**src/rtl/core/rmc_pkg.sv**
```systemverilog
// rmc_pkg: constants, result word type and small decode helpers for the
// $GPRMC sentence decoder. No dependencies.
package rmc_pkg;

	localparam int unsigned SlotCount = 38;
	localparam int unsigned SlotIdxW  = 6;
	localparam int unsigned HdrLen    = 6;

	localparam logic [7:0] CharComma = 8'h2C;
	localparam logic [7:0] CharFill  = 8'h25;
	localparam logic [7:0] CharZero  = 8'h30;
	localparam logic [7:0] CharNine  = 8'h39;

	localparam logic [3:0] CommaEnd  = 4'd9;
	localparam logic [4:0] HourOffsetRst = 5'd18;

	// one decoded sentence
	typedef struct packed {
		logic [4:0]  hour;
		logic [6:0]  minute;
		logic [6:0]  second;
		logic [6:0]  lat_degrees;
		logic [6:0]  lat_minutes;
		logic [5:0]  lat_seconds;
		logic [9:0]  lon_degrees;
		logic [6:0]  lon_minutes;
		logic [5:0]  lon_seconds;
		logic [15:0] hemispheres;
		logic [22:0] date_packed;
		logic        malformed;
	} rmc_result_t;

	// expected header character at a given match position
	function automatic logic [7:0] hdr_char(input logic [2:0] pos);
		logic [7:0] c;
		unique case (pos)
			3'd0: c = 8'h24; // '$'
			3'd1: c = 8'h47; // 'G'
			3'd2: c = 8'h50; // 'P'
			3'd3: c = 8'h52; // 'R'
			3'd4: c = 8'h4D; // 'M'
			3'd5: c = 8'h43; // 'C'
			default: c = 8'h00;
		endcase
		return c;
	endfunction

	function automatic logic is_digit(input logic [7:0] c);
		return (c >= CharZero) && (c <= CharNine);
	endfunction

	// digit value, non-digits count as zero
	function automatic logic [3:0] dig_val(input logic [7:0] c);
		logic [7:0] d;
		d = c - CharZero;
		return is_digit(c) ? d[3:0] : 4'd0;
	endfunction

	// hi*10 + lo from two characters
	function automatic logic [6:0] two_dig(input logic [7:0] hi, input logic [7:0] lo);
		logic [6:0] h;
		h = {3'b000, dig_val(hi)};
		return (h << 3) + (h << 1) + {3'b000, dig_val(lo)};
	endfunction

	// floor(x*60/100) = floor(3x/5), reciprocal of 5 in 16 fractional bits
	function automatic logic [5:0] scale60(input logic [6:0] x);
		logic [8:0]  p;
		logic [22:0] m;
		p = {2'b00, x} + {1'b0, x, 1'b0};
		m = {14'd0, p} * 23'd13108;
		return m[21:16];
	endfunction

	// v mod 24 for v up to 130, quotient by reciprocal
	function automatic logic [4:0] mod24(input logic [7:0] v);
		logic [19:0] m;
		logic [7:0]  q;
		logic [7:0]  r;
		m = {12'd0, v} * 20'd2731;
		q = {5'd0, m[18:16]};
		r = v - ((q << 4) + (q << 3));
		return r[4:0];
	endfunction

endpackage

```
**src/rtl/core/nmea_rmc_sentence_decoder_unit.sv**
```systemverilog
// The comma that ends a sentence is taken into the input register; its result word
// is then loaded into the result register, once no stalled word holds the output.
// Throughput: one character per cycle; the input stalls only while a finished
// word waits at the output and out_ready is low.
// Reset: header match, comma count, slot index and overflow flag clear, all
// 38 slots read as '%', hour offset returns to 18, no word is pending.
// Top level of the $GPRMC decoder; uses rmc_pkg.
module nmea_rmc_sentence_decoder_unit
	import rmc_pkg::*;
(
	input  logic        clk,
	input  logic        arst_n,
	input  logic        cfg_we,
	input  logic [4:0]  cfg_wdata,
	input  logic        in_valid,
	output logic        in_ready,
	input  logic [7:0]  rx_byte,
	output logic        out_valid,
	input  logic        out_ready,
	output logic [4:0]  hour,
	output logic [6:0]  minute,
	output logic [6:0]  second,
	output logic [6:0]  lat_degrees,
	output logic [6:0]  lat_minutes,
	output logic [5:0]  lat_seconds,
	output logic [9:0]  lon_degrees,
	output logic [6:0]  lon_minutes,
	output logic [5:0]  lon_seconds,
	output logic [15:0] hemispheres,
	output logic [22:0] date_packed,
	output logic        malformed
);

	logic [4:0]          hour_offset_q;
	logic                valid_s1;
	logic [7:0]          byte_s1;
	logic [2:0]          hdr_pos_q;
	logic [3:0]          comma_cnt_q;
	logic [SlotIdxW-1:0] slot_idx_q;
	logic [SlotCount-1:0] slot_vld_q;
	logic [7:0]          slot_q [SlotCount];
	logic                ovf_q;
	logic                out_valid_q;
	rmc_result_t         res_q;

	logic        hdr_done;
	logic        is_comma;
	logic        emit_s1;
	logic        store_s1;
	logic        slot_free;
	logic        out_load_ok;
	logic        adv_s1;
	logic [7:0]  ch [SlotCount];
	rmc_result_t res_d;

	// stage control
	assign hdr_done    = (hdr_pos_q == 3'(HdrLen));
	assign is_comma    = (byte_s1 == CharComma);
	assign emit_s1     = valid_s1 && hdr_done && is_comma && (comma_cnt_q == CommaEnd);
	assign store_s1    = hdr_done && !is_comma &&
		(((comma_cnt_q >= 4'd1) && (comma_cnt_q <= 4'd6)) || (comma_cnt_q == CommaEnd));
	assign slot_free   = (slot_idx_q < SlotIdxW'(SlotCount));
	assign out_load_ok = !out_valid_q || out_ready;
	assign adv_s1      = valid_s1 && (!emit_s1 || out_load_ok);
	assign in_ready    = !valid_s1 || adv_s1;

	// hour offset register
	always_ff @(posedge clk or negedge arst_n) begin
		if (!arst_n) begin
			hour_offset_q <= HourOffsetRst;
		end else if (cfg_we) begin
			hour_offset_q <= cfg_wdata;
		end
	end

	// input register
	always_ff @(posedge clk or negedge arst_n) begin
		if (!arst_n) begin
			valid_s1 <= 1'b0;
		end else if (in_ready) begin
			valid_s1 <= in_valid;
		end
	end

	always_ff @(posedge clk) begin
		if (in_ready && in_valid) begin
			byte_s1 <= rx_byte;
		end
	end

	// sentence tracking: header match, commas, slot fill
	always_ff @(posedge clk or negedge arst_n) begin
		if (!arst_n) begin
			hdr_pos_q   <= '0;
			comma_cnt_q <= '0;
			slot_idx_q  <= '0;
			slot_vld_q  <= '0;
			ovf_q       <= 1'b0;
		end else if (adv_s1) begin
			if (!hdr_done) begin
				if (byte_s1 == hdr_char(hdr_pos_q)) begin
					hdr_pos_q <= hdr_pos_q + 3'd1;
				end
			end else if (is_comma) begin
				if (comma_cnt_q == CommaEnd) begin
					hdr_pos_q   <= '0;
					comma_cnt_q <= '0;
					slot_idx_q  <= '0;
					slot_vld_q  <= '0;
					ovf_q       <= 1'b0;
				end else begin
					comma_cnt_q <= comma_cnt_q + 4'd1;
				end
			end else if (store_s1) begin
				if (slot_free) begin
					slot_vld_q[slot_idx_q] <= 1'b1;
					slot_idx_q <= slot_idx_q + SlotIdxW'(1);
				end else begin
					ovf_q <= 1'b1;
				end
			end
		end
	end

	// slot characters, written once per stored character
	always_ff @(posedge clk) begin
		if (adv_s1 && store_s1 && slot_free) begin
			slot_q[slot_idx_q] <= byte_s1;
		end
	end

	// slots never written since the last clear read as fill
	always_comb begin
		for (int i = 0; i < SlotCount; i++) begin
			ch[i] = slot_vld_q[i] ? slot_q[i] : CharFill;
		end
	end

	// decode the fixed slot layout
	always_comb begin
		logic       bad;
		logic [6:0] hh;
		logic [9:0] d21;
		bad = 1'b0;
		// only slots that feed a decoded digit count, the decimal points do not
		for (int i = 0; i < SlotCount; i++) begin
			if ((i <= 5) || ((i >= 11) && (i <= 14)) || (i == 16) || (i == 17) ||
					((i >= 21) && (i <= 25)) || (i == 27) || (i == 28) || (i >= 32)) begin
				bad = bad | !is_digit(ch[i]);
			end
		end
		hh  = two_dig(ch[0], ch[1]);
		d21 = {6'd0, dig_val(ch[21])};
		res_d.hour        = mod24({1'b0, hh} + {3'b000, hour_offset_q});
		res_d.minute      = two_dig(ch[2], ch[3]);
		res_d.second      = two_dig(ch[4], ch[5]);
		res_d.lat_degrees = two_dig(ch[11], ch[12]);
		res_d.lat_minutes = two_dig(ch[13], ch[14]);
		res_d.lat_seconds = scale60(two_dig(ch[16], ch[17]));
		res_d.lon_degrees = (d21 << 6) + (d21 << 5) + (d21 << 2) +
			{3'b000, two_dig(ch[22], ch[23])};
		res_d.lon_minutes = two_dig(ch[24], ch[25]);
		res_d.lon_seconds = scale60(two_dig(ch[27], ch[28]));
		res_d.hemispheres = {ch[20], ch[31]};
		res_d.date_packed = {two_dig(ch[32], ch[33]), 1'b0, two_dig(ch[34], ch[35]),
			1'b0, two_dig(ch[36], ch[37])};
		res_d.malformed   = bad | ovf_q;
	end

	// result register
	always_ff @(posedge clk or negedge arst_n) begin
		if (!arst_n) begin
			out_valid_q <= 1'b0;
		end else if (adv_s1 && emit_s1) begin
			out_valid_q <= 1'b1;
		end else if (out_ready) begin
			out_valid_q <= 1'b0;
		end
	end

	always_ff @(posedge clk) begin
		if (adv_s1 && emit_s1) begin
			res_q <= res_d;
		end
	end

	// output word
	assign out_valid   = out_valid_q;
	assign hour        = res_q.hour;
	assign minute      = res_q.minute;
	assign second      = res_q.second;
	assign lat_degrees = res_q.lat_degrees;
	assign lat_minutes = res_q.lat_minutes;
	assign lat_seconds = res_q.lat_seconds;
	assign lon_degrees = res_q.lon_degrees;
	assign lon_minutes = res_q.lon_minutes;
	assign lon_seconds = res_q.lon_seconds;
	assign hemispheres = res_q.hemispheres;
	assign date_packed = res_q.date_packed;
	assign malformed   = res_q.malformed;

endmodule

```
**config.mk**
```make
export PLATFORM = sky130hd
export DESIGN_NAME = nmea_rmc_sentence_decoder_unit
export DESIGN_NICKNAME = d
export VERILOG_FILES = /design/src/rtl/core/rmc_pkg.sv /design/src/rtl/core/nmea_rmc_sentence_decoder_unit.sv
export SDC_FILE = /design/constraint.sdc
export NUM_CORES = 1
export LEC_CHECK = 0
export BUFFER_PORTS_ARGS = -buffer_cell sky130_fd_sc_hd__buf_2
export CAP_MARGIN = 10
export CELL_PAD_IN_SITES_DETAIL_PLACEMENT = 0
export CELL_PAD_IN_SITES_GLOBAL_PLACEMENT = 1
export CORE_MARGIN = 2
export CORE_UTILIZATION = 35
export DETAILED_ROUTE_END_ITERATION = 6
export MAX_ROUTING_LAYER = met4
export PLACE_DENSITY_LB_ADDON = 0.1
export SETUP_SLACK_MARGIN = 0.1
export SYNTH_ARGS = -nofsm -noshare
export SYNTH_HDL_FRONTEND = slang
export SYNTH_SLANG_ARGS = --single-unit
```
**constraint.sdc**
```tcl
create_clock -name clk -period 8.3 [get_ports clk]
set_clock_uncertainty 0.2 [all_clocks]
set_input_delay 1.245 -clock clk [delete_from_list [all_inputs] [get_ports clk]]
set_output_delay 1.245 -clock clk [all_outputs]
set_load 0.05 [all_outputs]
```
==> results of run 1 <==
==> how the worst max path moves through the flow <==
stage / slack, ns / cells past startpoint / end
detailed placement: 0.35 / 26 / lat_seconds[3]
global route: 0.11 / 25 / lat_seconds[3]
global placement: 0.40 / 26 / lat_seconds[3]
finish: 0.57 / 25 / lat_seconds[3]
CTS: 0.30 / 26 / lat_seconds[3]
floorplan: 0.78 / 25 / lon_seconds[3]
==> metrics by stage <==
step / power [W] / instances / cell area (um^2) / util (%)
2_1_floorplan: 0.00223 / 1657 / 21100 / -
3_3_place_gp: 0.00232 / 2563 / 22700 / 37.9
3_5_place_dp: 0.00232 / 2563 / 22700 / 37.9
4_1_cts: 0.00432 / 2647 / 24200 / 40.4
5_1_grt: 0.00442 / 2650 / 24300 / 40.5
6_report: 0.00425 / 2650 / 24300 / 40.5
==> power by group through the flow <==
stage / combinational [W] / sequential [W] / clock [W]
floorplan: 0.000135 / 0.00210 / 0
global placement: 0.000231 / 0.00209 / 0
detailed placement: 0.000232 / 0.00209 / 0
CTS: 0.000235 / 0.00205 / 0.00203
global route: 0.000265 / 0.00205 / 0.00210
finish: 0.000226 / 0.00205 / 0.00197
==> layer usage <==
layer	track usage, %	vias to the layer above	share of wire, %
met3	2.43	60	3.4
met5	-	-	0
met4	4.04	0	2.2
met2	25.4	181	47
met1	20.8	6085	47
li1	-	6212	-
==> flip-flops by register name, summed over array words and instances (netlist names), 7 cells and up <==
register,cells
slot_q,216
slot_vld_q,27
date_packed,21
hemispheres,16
lon_degrees,10
byte_s1,8
lat_degrees,7
lat_minutes,7
lon_minutes,7
minute,7
second,7
==> critical path: cells and delay by family, from the launching register on <==
| family | cells | cell delay, ns |
|---|---|---|
| fa+ha+maj | 8 | 3.35 |
| simple gates | 6 | 1.62 |
| compound gates | 6 | 1.22 |
| xor+xnor | 2 | 0.62 |
| flops | 1 | 0.34 |
| buf+inv | 3 | 0.25 |
==> logic make-up (layout without fill, tap and decap cells) <==
kind of cell    after synthesis  count (layout)
buf+inv                     266             477
compound gates              263             263
fa+ha+maj                   340             340
xor+xnor                     82              82
simple gates                322             322
flops                       372             372
mux                          10              10
other cells                   1               2
==> what timing repair did <==
item                       CTS  global route
setup endpoints to repair    0             5
setup buffers                0             3
resized for setup            0            10
==> cell usage in the layout (no fill, tap or decap), drive strengths merged, types with 54 or more instances in the layout <==
| master | count |
|---|---|
| clkbuf | 62 |
| a21oi | 99 |
| nor2 | 77 |
| a21o | 55 |
| xnor2 | 54 |
| edfxtp | 324 |
| fa | 89 |
| inv | 257 |
| buf | 140 |
| nand2 | 56 |
| ha | 251 |
==> layout make-up <==
type                       count  area, um^2  area share [%]
multi-input combinational   1019        9180            37.8
tap                          782         978            4.02
clock buffer                  62        1270            5.23
inverter                     253         955            3.93
sequential                   372       10900            45.0
clock inverter                22         236           0.973
timing repair buffer         140         753            3.10
==> results.cfg, run 1 <==
[setup_path]
crit_required_ns = 8.53
reg2regPathDepth = 25
r2r-end = lat_seconds[3]
worstSetupPathType = flop to flop
r2r-start = slot_q[17][6]
critPathSlowestCell = or4b_2
crit_start = slot_q[17][6]
arrival_ns = 7.96
r2r_setup_slack_ns = 0.57
cpMostUsedCell = fa_1
start_kind = flop
path_max_fanout = 5
crit_path_end_kind = flop
max_stage_delay_ns = 0.62

[pwr]
internal_power_w = 0.00331
power_switching_w = 0.000941
clock_power_share_pct = 46.4
ir_drop_mv = 0.150
power_density_mw_per_mm2 = 175
leakagePower_nw = 11.4
power_frac_seq_pct = 48.2
swShare_pct = 22.2
combPwrFrac_pct = 5.3

[clock_network]
clock_path_buffers = 3
hold_buffers = 0
cts_tree = built
insertion_delay_ns = 0.57
cts_buffers = 46
cts-htree-levels = 2
clockRootBuffer = clkbuf_16
cts.sinks = 372
clkTransAtPathRegs_ns = 0.06

[timing]
worst_slack_ns = 0.571
tns_ns = 0
setup_viol = 0
rsz0062_at_grt = false
finalMaxSlewViolations = 0
hold_slack_ns = 0.307
hold_violations = 0
period_minus_slack_ns = 7.73
period_share_pct = 93.1
slew_headroom_pct = 39.9
worstMarginPinSlew_ns = 0.898
fmax_mhz = 129

[global_routing]
grt_overflow = 0
grt_max_degree = 73
grt_pass1_wl_mm = 73.7
first_global_vias = 13099
grt_use_total_pct = 15.7
antenna_found_initial = 0

[yosys]
synthFlopType = edfxtp_1
ys.warnings.count = 0
synth_compound_area_share_pct = 7.86
postSynthAreaPerCell_um2 = 12.7
synth_xor_area_share_pct = 3.40
async_flop_share_pct = 12.9
yosys-top-cells-count = edfxtp_1, inv_1, ha_1
syn_inst = 1656
synth_seq_cells = 372
synth_top_cell_by_area = edfxtp_1
muxShareOfSynthArea_pct = 0.510
yosys.area_share.simple_pct = 8.18
synth_fa_ha_area_share_pct = 23.3
synth_top_family_by_area = adder cells
yosysMostFrequentCell = edfxtp_1
synth_cell_type_count = 76
synth-edff-count = 324
synth-seq-area-share_pct = 51.8
synth_top_area_share_pct = 46.1
synth_area_leaders = edfxtp_1, ha_1, fa_1, dfrtp_1, inv_1
netlist_area_mm2 = 0.0211

[final_layout]
antenna_cells = 0
drive_above_1_share_pct = 13.2
fillCellCount = 5748
layout.nets = 2190
area_growth_pct = 15.2

[hold_path]
min_delay_worst_endpoint = hemispheres[5]
hold_depth = 1
min-delay-start = slot_q[31][5]
hold_path.class = flop to flop

[detailed_routing]
totalWireLength_mm = 46.6
drc = 0
dr.pass1.iters = 5
via_count = 12538
post_drt_wl_per_cell_um = 17.6
ant_nets = 0
via_per_inst = 4.73
drt_iter0_markers = 561

[floorplan]
pin_count = 122
die_area_mm2 = 0.0623
fp.dieW_um = 250
initial_utilization_pct = 35.2
rows = 90
core_mm2 = 0.0600
die_h_um = 250

[place]
gp_congestion = 0.780
place_hpwl_mm = 32.7
place_ws_ns = 0.349
portBuffers = 119

[status]
status = finished clean

[run]
cap_viol_max_count = 0
(Power assumes the default switching activity.)
==> inputs of run 2 (changes only) <==
==> constraint.sdc (replaced) <==
create_clock -name clk -period 9.4 [get_ports clk]
set_clock_uncertainty 0.2 [all_clocks]
set_input_delay 1.41 -clock clk [delete_from_list [all_inputs] [get_ports clk]]
set_output_delay 1.41 -clock clk [all_outputs]
set_load 0.05 [all_outputs]
==> run 2 against run 1 <==
Effect of this change: sequential power is 12% lower; utilization down 0.24 points; total power fell by 12%; wire length up 0.58%; highest routed layer unchanged.
==> results.cfg, run 2 (synthesis results as in run 1) <==
[status]
status = finished clean

[clock_network]
cts.sinks = 372
clock_path_buffers = 3
ctsResizeCount = 0
cts-htree-levels = 2
clockRootBuffer = clkbuf_16
hold_buffers = 0
cts_tree = built
insertion_delay_ns = 0.58
clkTransAtPathRegs_ns = 0.06
post-cts-setup-buffer-count = 0
cts_buffers = 43

[pwr]
power_density_mw_per_mm2 = 155
ir_drop_mv = 0.117
leakagePower_nw = 11.3

[floorplan]
fp.dieW_um = 250
pin_count = 122
die_area_mm2 = 0.0623
core_mm2 = 0.0600
die_h_um = 250
initial_utilization_pct = 35.2
rows = 90

[place]
place_hpwl_mm = 32.9
gp_congestion = 0.775
portBuffers = 119
dpl_cell_area_mm2 = 0.0227
dp_cells = 2556
place_ws_ns = 0.910

[timing]
setup_viol = 0
hold_violations = 0
period_minus_slack_ns = 8.54
slew_headroom_pct = 25.9
rsz0062_at_grt = false
fmax_mhz = 117
worstMarginPinSlew_ns = 1.11
period_share_pct = 90.9
finalMaxSlewViolations = 0
worst_slack_ns = 0.860
tns_ns = 0

[hold_path]
hold_path.class = flop to flop
min-delay-start = slot_q[20][5]
hold_depth = 1
min_delay_worst_endpoint = hemispheres[13]

[global_routing]
grt_overflow = 0
grt_pass1_wl_mm = 74.3
first_global_vias = 13330
grt_use_total_pct = 15.8
antenna_found_initial = 2
grt_max_degree = 71

[setup_path]
crit_path_end_kind = flop
path_max_fanout = 6
r2r-start = slot_q[28][1]
max_stage_delay_ns = 0.81
arrival_ns = 8.65
start_kind = flop
r2r_setup_slack_ns = 0.86
critPathSlowestCell = nor4b_1
reg2regPathDepth = 25
crit_start = slot_q[28][1]
r2r-end = lon_seconds[3]
crit_required_ns = 9.51
cpMostUsedCell = fa_1
worstSetupPathType = flop to flop

[final_layout]
area_growth_pct = 14.5
final_cell_count_no_fill = 2635
design_area_mm2 = 0.0242
final_common_cell = edfxtp_1
fillCellCount = 5715
seqCellArea_mm2 = 0.0109
layout.nets = 2177
drive_above_1_share_pct = 12.2
top_register = slot_q
largest_register_ffs = 216
fin_util_pct = 40.3
most-common-layout-cells = edfxtp_1, inv_1, ha_1
multiInputGateArea_mm2 = 0.00914

[detailed_routing]
dr.pass1.iters = 6
via_per_inst = 4.75
totalWireLength_mm = 46.8
via_count = 12515
drc = 0
ant_nets = 0
post_drt_wl_per_cell_um = 17.8
drt_iter0_markers = 558

[run]
cap_viol_max_count = 0
-- run 2: critical path, delay by kind of cell (launching register included) --
family	cells	cell delay, ns
xor gates and xnor gates	3	0.85
buffers and inverters	3	0.30
and+or+nand+nor	3	1.16
DFF	1	0.38
AOI/OAI and AO/OA	8	2.10
adders and majority gates	8	3.30
-- run 2: stage by stage --
| step | power (W) | hold WS (ns) |
|---|---|---|
| global route | 0.00389 | 0.342 |
| CTS | 0.00380 | 0.312 |
| global placement | 0.00205 | 0.302 |
| floorplan | 0.00197 | 0.263 |
| detailed placement | 0.00205 | 0.297 |
| finish | 0.00375 | 0.310 |
-- run 2: metal layers --
layer | vias to the layer above | global-route usage, % | wire length (um)
met5 | - | - | 0
met4 | 0 | 3.79 | 932
met3 | 52 | 2.46 | 1610
met2 | 167 | 25.6 | 22000
met1 | 6114 | 20.9 | 22300
li1 | 6182 | - | -
-- run 2: worst max path at each step --
stage / to / slack [ns] / cells past startpoint
final: lon_seconds[3] / 0.86 / 25
after global placement: lon_seconds[3] / 1.09 / 25
after floorplan: lon_seconds[3] / 1.88 / 25
after detailed placement: lon_seconds[3] / 0.91 / 25
after global routing: lon_seconds[3] / 0.30 / 25
after CTS: lon_seconds[3] / 0.87 / 25
-- run 2: layout make-up --
| type | instances | area share, % |
|---|---|---|
| diodes | 1 | 0.0104 |
| clock buffers | 53 | 4.73 |
| clock inverters | 25 | 1.39 |
| inverters | 253 | 3.95 |
| multi-input cells | 1019 | 37.8 |
| flip-flops and latches | 372 | 45.2 |
| well taps | 782 | 4.05 |
| repair buffers | 130 | 2.81 |
-- run 2: where the power goes --
group	internal, W	switching (W)
clock network	0.00104	0.000697
registers	0.00180	0.00000407
logic	0.0000725	0.000127
total	0.00292	0.000828
==> inputs of run 3 (changes only) <==
--- a/config.mk
+++ b/config.mk
@@ -13,7 +13,7 @@
 export CORE_UTILIZATION = 35
 export DETAILED_ROUTE_END_ITERATION = 6
 export MAX_ROUTING_LAYER = met4
-export PLACE_DENSITY_LB_ADDON = 0.1
+export PLACE_DENSITY = 0.63
 export SETUP_SLACK_MARGIN = 0.1
 export SYNTH_ARGS = -nofsm -noshare
 export SYNTH_HDL_FRONTEND = slang
==> run 3 against run 2 <==
Effect of this change: sequential power barely moved; clock power barely moved; fmax rose by 2.9%; worst hold slack got worse by 0.014 ns; critical endpoint unchanged; largest power group unchanged; highest routed layer unchanged.
==> results.cfg, run 3 (synthesis results as in run 1) <==
[pwr]
ir_drop_mv = 0.128
total_power_w = 0.00378
power_density_mw_per_mm2 = 156
leakagePower_nw = 11.3

[detailed_routing]
dr.pass1.iters = 5
drc = 0
via_per_inst = 4.76
drt_iter0_markers = 568
ant_nets = 0
via_count = 12540
post_drt_wl_per_cell_um = 17.0
totalWireLength_mm = 44.9

[timing]
setup_viol = 0
hold_violations = 0
tns_ns = 0
period_share_pct = 88.3
slew_headroom_pct = 30.4
worst_slack_ns = 1.10
fmax_mhz = 121
period_minus_slack_ns = 8.30
rsz0062_at_grt = false
worstMarginPinSlew_ns = 1.04
finalMaxSlewViolations = 0

[place]
place_hpwl_mm = 31.3
dpl_cell_area_mm2 = 0.0227
place_ws_ns = 1.13
portBuffers = 119
gp_congestion = 0.816

[final_layout]
top_register = slot_q
most-common-layout-cells = edfxtp_1, inv_1, ha_1
drive_above_1_share_pct = 12.4
largest_register_ffs = 216
fin_util_pct = 40.3
area_growth_pct = 14.6
design_area_mm2 = 0.0242
layout.nets = 2178
final_common_cell = edfxtp_1
antenna_cells = 0

[floorplan]
rows = 90
die_h_um = 250
die_area_mm2 = 0.0623
fp.dieW_um = 250
initial_utilization_pct = 35.2
pin_count = 122
core_mm2 = 0.0600

[clock_network]
cts-htree-levels = 2
cts_buffers = 44
cts.sinks = 372
clockRootBuffer = clkbuf_16
ctsResizeCount = 0
insertion_delay_ns = 0.57
post-cts-setup-buffer-count = 0
clkTransAtPathRegs_ns = 0.07
cts_tree = built
hold_buffers = 0
clock_path_buffers = 3

[setup_path]
worstSetupPathType = flop to flop
path_max_fanout = 6
start_kind = flop
arrival_ns = 8.41
crit_required_ns = 9.51
crit_path_end_kind = flop

[global_routing]
grt_pass1_wl_mm = 71.6
grt_use_total_pct = 15.1
grt_overflow = 0
first_global_vias = 13260
antenna_found_initial = 0
grt_max_degree = 70

[hold_path]
hold_path.class = flop to flop

[run]
cap_viol_max_count = 0

[status]
status = finished clean
run 3: cell count changes in the layout (fill, tap and decap cells not counted), sizes merged:
cell      previous run  this run
diode                1         0
clkinvlp             2         4
clkinv              15        12
inv                255       259
clkbuf              53        52
run 3: area by class of cell:
cell class	count	area (um^2)
fill	5671	35800
sequential	372	10900
multi-input combinational	1019	9140
clock buffer	52	1170
tap	782	978
inverter	253	952
timing repair buffer	130	678
clock inverter	28	328
run 3: final timing paths:
path	startpoint	to	slack, ns	cells past startpoint
setup / recovery	slot_q[28][1]	lon_seconds[3]	1.10	25
hold / removal	slot_q[20][2]	hemispheres[10]	0.30	1
setup reg to reg	slot_q[28][1]	lon_seconds[3]	1.10	25
hold reg to reg	slot_q[20][2]	hemispheres[10]	0.30	1
max in group asynchronous	arst_n	slot_idx_q[1]	7.66	2
min in group asynchronous	arst_n	slot_vld_q[34]	0.83	2
run 3: power by group:
part	switching, W	leakage, nW	internal, W
clock	0.000707	0.727	0.00107
combinational	0.000125	7.03	0.0000719
sequential	0.00000400	3.55	0.00180
run 3: per-stage QoR:
stage,cells,hold slack (ns)
3_3_place_gp,2556,0.289
5_1_grt,2636,0.331
6_report,2636,0.296
2_1_floorplan,1657,0.263
4_1_cts,2636,0.298
3_5_place_dp,2556,0.285
run 3: routing by layer:
layer	vias to the layer above	global-route usage (%)	part of all wire, %
met4	0	4.34	2.7
li1	6177	-	-
met2	168	24.4	47
met1	6116	19.5	47
met5	-	-	0
met3	79	2.72	3.7
run 3: critical path, stage by stage, from the launching register on:
cell      delay, ns
edfxtp_1       0.38
o21ai_0        0.15
nor4b_1        0.70
and3_1         0.27
fa_1           0.46
fa_1           0.47
a21o_1         0.20
a21oi_1        0.18
xor2_1         0.33
inv_1          0.14
ha_1           0.34
a21oi_1        0.23
xor2_1         0.29
ha_1           0.32
inv_1          0.10
fa_1           0.41
fa_1           0.52
inv_1          0.05
fa_1           0.45
ha_1           0.32
a21oi_1        0.13
nor2_1         0.05
a211o_1        0.30
a221oi_1       0.69
a21oi_1        0.16
xor2_1         0.18
